## config.mk

```make
export PLATFORM = sky130hd
export DESIGN_NAME = tcw_front
export DESIGN_NICKNAME = d
export VERILOG_FILES = /design/src/sv/tcw_pkg.sv /design/src/sv/tcw_front.sv
export SDC_FILE = /design/constraint.sdc
export NUM_CORES = 1
export LEC_CHECK = 0
export ABC_CLOCK_PERIOD_IN_PS = 1790
export BUFFER_PORTS_ARGS = -buffer_cell sky130_fd_sc_hd__buf_2
export CAP_MARGIN = 10
export CORE_ASPECT_RATIO = 2
export CORE_UTILIZATION = 46
export DETAILED_ROUTE_END_ITERATION = 8
export PLACE_DENSITY = 0.75
export SYNTH_ARGS = -nofsm -noshare
export SYNTH_HDL_FRONTEND = slang
export SYNTH_SLANG_ARGS = --single-unit
```

## constraint.sdc

```tcl
create_clock -name clk -period 1.79 [get_ports clk]
set_input_delay 0.358 -clock clk [delete_from_list [all_inputs] [get_ports clk]]
set_output_delay 0.358 -clock clk [all_outputs]
set_load 0.03 [all_outputs]
```

## src/sv/tcw_pkg.sv

```systemverilog
`timescale 1ns / 1ps

package tcw_pkg;

  localparam int INDEX_W = 13;

  localparam logic [1:0] CMD_PUT   = 2'd0;
  localparam logic [1:0] CMD_READ  = 2'd1;
  localparam logic [1:0] CMD_CLEAR = 2'd2;

  localparam logic [7:0] CH_NUL = 8'h00;
  localparam logic [7:0] CH_BS  = 8'h08;
  localparam logic [7:0] CH_LF  = 8'h0A;
  localparam logic [7:0] CH_CR  = 8'h0D;

  localparam logic [15:0] BLANK_CELL = 16'h0F20;
  localparam logic [15:0] ATTR_BITS  = 16'h0F00;

  localparam logic REG_SCREEN_COLS = 1'b0;
  localparam logic REG_SCREEN_ROWS = 1'b1;

  localparam logic [7:0] COLS_RESET = 8'd80;
  localparam logic [6:0] ROWS_RESET = 7'd25;

  typedef enum logic [2:0] {
    OP_NONE,
    OP_BS,
    OP_LF,
    OP_CR,
    OP_PUT,
    OP_READ,
    OP_CLEAR
  } op_t;

  typedef struct packed {
    op_t                op;
    logic [7:0]         char_code;
    logic [INDEX_W-1:0] cell_index;
  } cmd_item_t;

  typedef enum logic [2:0] {
    ST_INIT,
    ST_IDLE,
    ST_EXEC,
    ST_CLEAR,
    ST_SCROLL_PRE,
    ST_SCROLL,
    ST_PUT,
    ST_FIN
  } eng_state_t;

endpackage

```

## src/sv/tcw_front.sv

```systemverilog
`timescale 1ns / 1ps

module tcw_front import tcw_pkg::*; (
  input  logic               clk,
  input  logic               rst,
  input  logic               in_valid,
  output logic               in_ready,
  input  logic [1:0]         cmd,
  input  logic [7:0]         char_code,
  input  logic [INDEX_W-1:0] cell_index,
  input  logic               engine_ready,
  output logic               head_valid,
  output cmd_item_t          head,
  input  logic               pop
);

  localparam logic [1:0] QueueFull = 2'd2;

  cmd_item_t  slots [2];
  cmd_item_t  item;
  logic       wr_ptr;
  logic       rd_ptr;
  logic [1:0] count;
  logic       push;

  // decode the command into an operation
  always_comb begin
    item.char_code  = char_code;
    item.cell_index = cell_index;
    unique case (cmd)
      CMD_PUT: begin
        priority case (char_code)
          CH_NUL:  item.op = OP_NONE;
          CH_BS:   item.op = OP_BS;
          CH_LF:   item.op = OP_LF;
          CH_CR:   item.op = OP_CR;
          default: item.op = OP_PUT;
        endcase
      end
      CMD_READ:  item.op = OP_READ;
      CMD_CLEAR: item.op = OP_CLEAR;
      default:   item.op = OP_NONE;
    endcase
  end

  assign in_ready   = engine_ready && (count != QueueFull);
  assign push       = in_valid && in_ready;
  assign head_valid = (count != 2'd0);
  assign head       = slots[rd_ptr];

  always_ff @(posedge clk) begin
    if (rst) begin
      wr_ptr <= 1'b0;
      rd_ptr <= 1'b0;
      count  <= 2'd0;
    end else begin
      if (push) begin
        wr_ptr <= ~wr_ptr;
      end
      if (pop) begin
        rd_ptr <= ~rd_ptr;
      end
      unique case ({push, pop})
        2'b10:   count <= count + 2'd1;
        2'b01:   count <= count - 2'd1;
        default: count <= count;
      endcase
    end
  end

  always_ff @(posedge clk) begin
    if (push) begin
      slots[wr_ptr] <= item;
    end
  end

endmodule

```

# == Word level (Yosys, flattened, before mapping) ==
# Memories as Yosys holds them, arrays and structs flattened. A register that Yosys moved wholly into a read port is not among the register bits.
# Cells that the tools add are included.
# totals
input_bits,28
out_inout_bits,26
word_cells,29
regBits,4
memories,1
ramBits,48
# classes
n_addsub,2
bitwise,2
mux,7
eq_ne,8
n_reduce_logical,6
# memory_table
memory,words,width,read_ports,rd_clocked_by_memory_dff,write_ports,line,source
slots,2,24,1,1,1,tcw_front.sv:19,cmd_item_t slots [2];
# op_table
op,n
$eq A8 B4 Y1 const B,3
$pmux W3 S4,1
$pmux W3 S3,1
$logic_not A8 Y1,1
$eq A2 B1 Y1 const B,2
$eq A2 B2 Y1 const B,2
$mux W1,4
$pmux W2 S2,1
$reduce_bool A2 Y1,2
$add A2 B1 Y2 const B,1
$logic_and A1 B1 Y1,2
$logic_not A2 Y1,1
$ne A2 B2 Y1 const B,1
$not A1 Y1,2
$sub A2 B1 Y2 const B,1

# == Depth between registers and ports, before layout ==
# Gate-level depths: netlist of the first run.
# depth
word_depth,5
depth_mapped,6
depth_no_buf,6

# == Worst setup path after synthesis of the first run ==
# No wires, ideal clock.
# synth_path
kind,reg-to-reg
from,register count[0]
to,"memory slots[0][0] (netlist name), enable pin"
path_slack_ps,-168
setup_ps,405
required_ps,1385
path_stages_with_launch,3
period_less_slack_ps,1958
path_buffers,0
arrival_time_ps,1553
path_cell_list,dfxtp_1 > o211ai_2 > nor2_1
# synth_via
elab_chain_len,5
# synth_lines
item,line,source
start: declaration,tcw_front.sv:23,logic [1:0] count;
start signal: assignment,tcw_front.sv:64,2'b10: count <= count + 2'd1;
start signal: assignment,tcw_front.sv:65,2'b01: count <= count - 2'd1;
start signal: assignment,tcw_front.sv:66,default: count <= count;
$ne A2 B2 Y1,tcw_front.sv:46,assign in_ready = engine_ready && (count != QueueFull);
$logic_and A1 B1 Y1,tcw_front.sv:46,
$logic_and A1 B1 Y1,tcw_front.sv:47,assign push = in_valid && in_ready;
$mux W1,tcw_front.sv:72,if (push) begin
$mux W1 (implied by the code),tcw_front.sv:73,slots[wr_ptr] <= item;
end: declaration,tcw_front.sv:19,
# No other way between the ends.

==> results_dict.tcl, run 1 <==
set metrics [dict create \
    status "completed" \
    synth_area_per_cell_um2 17.2 \
    rsz0062_at_grt "no" \
    cts.clk_slew.worst_paths_ns 0.09 \
    clock_insertion_delay_worst_skew_ns 0.29 \
    p_switching_mw 0.656 \
    endpoint_kind "output port" \
    timing.rr.start "count[1]$_SDFFE_PP0P_" \
    timing_worst_setup_path_type "reg2out" \
    drt-pass1-iter-count 6 \
    grt_first_pass_wirelength_mm 5.87 \
    timing.final.hold_violations 0 \
    tns_ns 0 \
    rel_slew_slack 0.656 \
    netlist-cell-type-count 25 \
    layout-drive-gt1-share 0.508 \
    rows 34 \
    pin_count_of_the_biggest_net_entering_global_routing 25 \
    die_h_um 97.1 \
    post_layout_utilization_of_the_core 0.601 \
    worst_setup_path_endpoint "head[11]" \
    antennaDiodeCount 0 \
    share_comb_of_total_power 0.168 \
    startpoint_type "flip-flop" \
    io_buffers 53 \
    worst_slew_pin_slew_ns 0.511 \
    numPlacedInstances 228 \
    fin_nets 213 \
    power_switching_share 0.242 \
    internal_power_mw 2.06 \
    r2r_setup_slack_ns 0.16 \
    seq_power_share 0.535 \
    power.clock.fraction 0.297 \
    r2r-end "count[1]$_SDFFE_PP0P_" \
    initial_core_util 0.480 \
    post-layout-total-power_mw 2.72 \
    fp.dieArea_um2 4820 \
    max_frequency_mhz 576 \
    synth_cells 121 \
    antenna_violating_nets_post_route 0 \
    pre_cts_ws_ns 0.159 \
    tritoncts_num_sinks 53 \
    die_w_um 49.6 \
    tritoncts "built" \
    cp.arrival_ns 1.38 \
    io_pins 54 \
    netlist.top_cell.by_area "edfxtp_1" \
    final_setup_slack_of_the_worst_path_ns 0.0525 \
    synth.yosys.seq_area_share 0.740 \
    synth_area_um2 2080 \
    post-route-min-period_ns 1.74 \
    post_cts_hold_buffer_count 0 \
    gpl.final_weighted_congestion 0.874 \
    synth_warnings 0 \
    cts_made_buffers 5 \
    drcViolationCount 0 \
    routed_wire_length_per_instance_um 15.5 \
    mappedNetlistNets 152 \
    synth.ff_latch_count 53 \
    post_dp_cell_area_um2 2460 \
    power.density_nw_per_um2 1040 \
    irDropWorstVdd_uv 775 \
    number_of_pins_with_negative_max_slew_slack_in_the_final_report 0 \
    vias_per_cell 5.11 \
    static_leak_nw 0.994 \
    final_area_um2 2610 \
    timing.hold.worst.class "in2reg" \
    flow.area_growth_from_synthesis_pct 25.4 \
    synth_top_cell_area_share 0.692 \
    hold-worst-slack_ns 0.247 \
    setup-violations-final 0 \
    remaining_overflow_grt 0 \
    first_global_vias 1312 \
    vias 1210 \
    ctsRootBufferMaster "clkbuf_8" \
    crit_required_ns 1.43 \
    drt_iter0_drc 29 \
    core-area_um2 4340 \
    antenna_found_initial 0 \
    layout.cells.non_filler 237 \
    htree_num_levels 2 \
    wirelength_mm 3.68 \
    cp_max_fo 10 \
    timing.reg2reg.worst_path_depth 5 \
    layout_worst_path_cycle_share 0.971 \
    grt_use_total 0.164 \
    clockBufferDepth 2 \
    cap_viol_max_count 0 \
    estimated_wirelength_of_the_detail_placed_design_mm 2.63 \
    final.setup_skew_ns 0.00334 \
    netlist_top_cells_area "edfxtp_1 69%, mux2_2 14%, dfxtp_1 4.8%, ha_1 1.8%, nor2_1 1.8%" \
]
## critical path, stage by stage (launching register included)
cell       delay, ns
dfxtp_4         0.41
clkbuf_16       0.17
mux2_2          0.32
buf_2           0.18
## cell type report
class | count | area [um2]
Timing Repair Buffer | 57 | 350
Inverter | 6 | 22.5
Multi-Input combinational cell | 59 | 508
Clock buffer | 7 | 86.3
Fill cell | 365 | 1730
Clock inverter | 1 | 30.0
Sequential cell | 53 | 1550
Tap cell | 54 | 67.6
## cell usage after synthesis (all sizes together)
cell type	number
o211ai	1
and2	1
nor2b	1
nand2b	1
nor4	1
a21boi	1
mux2	25
buf	3
a21oi	1
nand3	1
a311oi	1
mux2i	1
xor2	1
o21ai	2
nor2	10
or3	1
o22ai	1
ha	3
inv	6
a22o	1
o31ai	1
edfxtp	48
dfxtp	5
xnor2	2
nand2	2
## metal layers
metal,share of wire,global-route usage,vias up
met3,0.043,0.0313,5
met5,0,0,-
met4,0.017,0.0857,0
met2,0.59,0.311,39
met1,0.35,0.156,593
li1,-,-,573
## power groups by stage
stage | Clock [mW] | Combinational [mW] | Sequential [mW]
after floorplan | 0 | 0.302 | 1.47
after global placement | 0 | 0.435 | 1.47
after detailed placement | 0 | 0.449 | 1.48
after CTS | 0.830 | 0.451 | 1.45
after global routing | 0.863 | 0.486 | 1.46
final | 0.807 | 0.457 | 1.45
## how the worst min path moves through the flow
stage	from	depth (start not counted)	endpoint	slack (ns)
floorplan	rst	1	count[1]$_SDFFE_PP0P_	0.43
global placement	count[1]$_SDFFE_PP0P_	2	count[1]$_SDFFE_PP0P_	0.49
detailed placement	rd_ptr$_SDFFE_PP0P_	2	flip-flop	0.50
CTS	cell_index[2]	1	slots[0][2]$_DFFE_PP_	0.23
global route	cell_index[12]	1	slots[0][12]$_DFFE_PP_	0.24
finish	cell_index[2]	1	slots[1][2]$_DFFE_PP_	0.25
## placed cells by master (no fill, tap or decap)
cell and n:
a21boi_0 1, a21oi_1 1, a22o_1 1, a311oi_1 1, and2_1 1, buf_12 3, buf_2 53, bufinv_16 1
clkbuf_1 1, clkbuf_16 1, clkbuf_8 6, dfxtp_1 4, dfxtp_4 1, edfxtp_1 48, ha_1 3, inv_1 6
mux2_2 25, mux2i_1 1, nand2_1 2, nand2b_1 1, nand3_1 1, nor2_1 8, nor2_2 2, nor2b_1 1
nor4_1 1, o211ai_2 1, o21ai_0 2, o22ai_1 1, o31ai_1 1, or3_1 1, xnor2_1 2, xor2_1 1
## kinds of logic after synthesis
family                   after synthesis  synth area share
AO/OA/AOI/OAI                          9            0.0319
XOR/XNOR                               3            0.0126
adder cells (fa/ha/maj)                3            0.0180
buffers and inverters                  9            0.0180
flip-flops                            53             0.740
multiplexers                          26             0.140
AND/OR/NAND/NOR                       18            0.0391
## sequential cells by signal, summed over array words and instances, names as in the netlist, named ones only
register / flops
count: 2
rd_ptr: 1
slots: 48
wr_ptr: 1
## repair_timing
action,CTS,global route
gates resized for setup,1,1
hold endpoints to repair,0,0
endpoints found under the setup margin,21,21
buffers inserted,0,0
cloned,0,1
Power figures use the tool's default switching activity.
==> run 2: changes to the inputs <==
--- a/config.mk
+++ b/config.mk
@@ -11,7 +11,7 @@
 export CORE_ASPECT_RATIO = 2
 export CORE_UTILIZATION = 46
 export DETAILED_ROUTE_END_ITERATION = 8
-export PLACE_DENSITY = 0.75
+export PLACE_DENSITY = 0.74
 export SYNTH_ARGS = -nofsm -noshare
 export SYNTH_HDL_FRONTEND = slang
 export SYNTH_SLANG_ARGS = --single-unit
==> run 2 against run 1 <==
  * Critical path depth is the same
  * Non-clock buffer count is the same
  * Via count grew 0.41%
  * Sequential share of layout area grew 1.8 points
  * Cell count is the same
  * Final area shrank 3.2%
  * Combinational power shrank 3%
  * Critical endpoint is now head[7]
  * Maximum frequency grew 1.7%
  * Wire length shrank 1.4%
  * Core utilization shrank 1.9 points
  * Die area is the same
==> results_dict.tcl, run 2 (synthesis results as in run 1) <==
set metrics [dict create \
    status "completed" \
    worst_hold_startpoint "cell_index[9]" \
    grt_use_total 0.163 \
    post-route-min-period_ns 1.71 \
    layout.cells.most_common "buf_2" \
    cap_viol_max_count 0 \
    endpoint_kind "output port" \
    core-area_um2 4340 \
    timing.rr.start "count[1]$_SDFFE_PP0P_" \
    antennaDiodeCount 0 \
    number_of_pins_with_negative_max_slew_slack_in_the_final_report 0 \
    vias 1215 \
    timing.reg2reg.worst_path_depth 5 \
    final_area_um2 2530 \
    drt_iter0_drc 50 \
    die_h_um 97.1 \
    clock_insertion_delay_worst_skew_ns 0.30 \
    largest_register_ff_count 48 \
    cp_max_fo 9 \
    fp.dieArea_um2 4820 \
    layout-drive-gt1-share 0.503 \
    rel_slew_slack 0.701 \
    timing.final.hold_violations 0 \
    fin_nets 213 \
    remaining_overflow_grt 0 \
    timing_worst_setup_path_type "reg2out" \
    fillerInstances 348 \
    drcViolationCount 0 \
    post-layout-total-power_mw 2.51 \
    crit_required_ns 1.43 \
    antenna_found_initial 0 \
    initial_core_util 0.480 \
    layout_worst_path_cycle_share 0.954 \
    startpoint_type "flip-flop" \
    pre_cts_ws_ns 0.177 \
    io_pins 54 \
    final.setup_skew_ns 0.0105 \
    cts.clk_slew.worst_paths_ns 0.09 \
    max_frequency_mhz 585 \
    wirelength_mm 3.63 \
    r2r-end "count[1]$_SDFFE_PP0P_" \
    timing.hold.worst.class "in2reg" \
    rows 34 \
    grt_first_pass_wirelength_mm 5.72 \
    rsz0062_at_grt "no" \
    htree_num_levels 2 \
    die_w_um 49.6 \
    static_leak_nw 0.960 \
    ff_latch_area_um2 1540 \
    biggestRegsByFlops "slots: 48 flops, count: 2 flops" \
    estimated_wirelength_of_the_detail_placed_design_mm 2.66 \
    clockBufferDepth 2 \
    io_buffers 53 \
    pin_count_of_the_biggest_net_entering_global_routing 25 \
    cts_made_buffers 5 \
    drt-pass1-iter-count 4 \
    post_dp_cell_area_um2 2430 \
    vias_per_cell 5.13 \
    power.density_nw_per_um2 994 \
    cp.arrival_ns 1.35 \
    ctsRootBufferMaster "clkbuf_8" \
    final_setup_slack_of_the_worst_path_ns 0.0816 \
    routed_wire_length_per_instance_um 15.3 \
    irDropWorstVdd_uv 679 \
    tritoncts "built" \
    gpl.final_weighted_congestion 0.720 \
    layout.cells.non_filler 237 \
    tritoncts_num_sinks 53 \
    numPlacedInstances 229 \
    setup-violations-final 0 \
    tns_ns 0 \
    r2r_setup_slack_ns 0.16 \
    multiInputGateArea_um2 508 \
    flow.area_growth_from_synthesis_pct 21.4 \
    regMostFlops "slots" \
    first_global_vias 1277 \
    worst_setup_path_endpoint "head[7]" \
    antenna_violating_nets_post_route 0 \
    worst_slew_pin_slew_ns 0.444 \
    layout.cells.most_common_list "53 x buf_2, 48 x edfxtp_1, 25 x mux2_2" \
]
-- run 2: repair_timing --
action / in CTS / in global routing
hold buffers: 0 / 0
setup endpoints to repair: 2 / 3
gates resized for setup: 1 / 2
pin swaps: 0 / 0
buffers inserted: 0 / 0
-- run 2: where the power goes --
part / switching [mW] / leakage [nW] / internal (mW)
logic: 0.277 / 0.439 / 0.165
registers: 0.0258 / 0.482 / 1.42
clock network: 0.346 / 0.0385 / 0.277
-- run 2: worst max-delay path, cell delays in order, from the launching register on --
cell and delay, ns:
dfxtp_2 0.35, buf_4 0.18, mux2_2 0.36, buf_2 0.18
-- run 2: layout make-up --
type | count | share of cell area
Clock inverter | 1 | 0.00297
Timing Repair Buffer | 57 | 0.120
Clock buffer | 7 | 0.0302
Multi-Input combinational cell | 59 | 0.201
Inverter | 6 | 0.00891
Tap cell | 54 | 0.0267
Sequential cell | 53 | 0.610
-- run 2: worst min-delay path by stage --
stage                                 end  slack, ns  cells past startpoint
floorplan           count[1]$_SDFFE_PP0P_       0.43                      1
finish              slots[0][9]$_DFFE_PP_       0.25                      1
global placement    count[1]$_SDFFE_PP0P_       0.48                      2
detailed placement              flip-flop       0.50                      2
global route        slots[0][8]$_DFFE_PP_       0.23                      1
CTS                 slots[0][9]$_DFFE_PP_       0.24                      1
-- run 2: metal layers --
layer,track usage,share of wire,vias up
met5,0,0,-
met4,0.0989,0.025,0
met3,0.0266,0.041,7
met2,0.321,0.60,42
met1,0.140,0.33,589
li1,-,-,577
-- run 2: through the flow --
step,hold WS [ns],utilization
floorplan,0.427,-
global placement,0.483,0.561
detailed placement,0.499,0.561
CTS,0.238,0.581
global route,0.233,0.582
finish,0.250,0.582
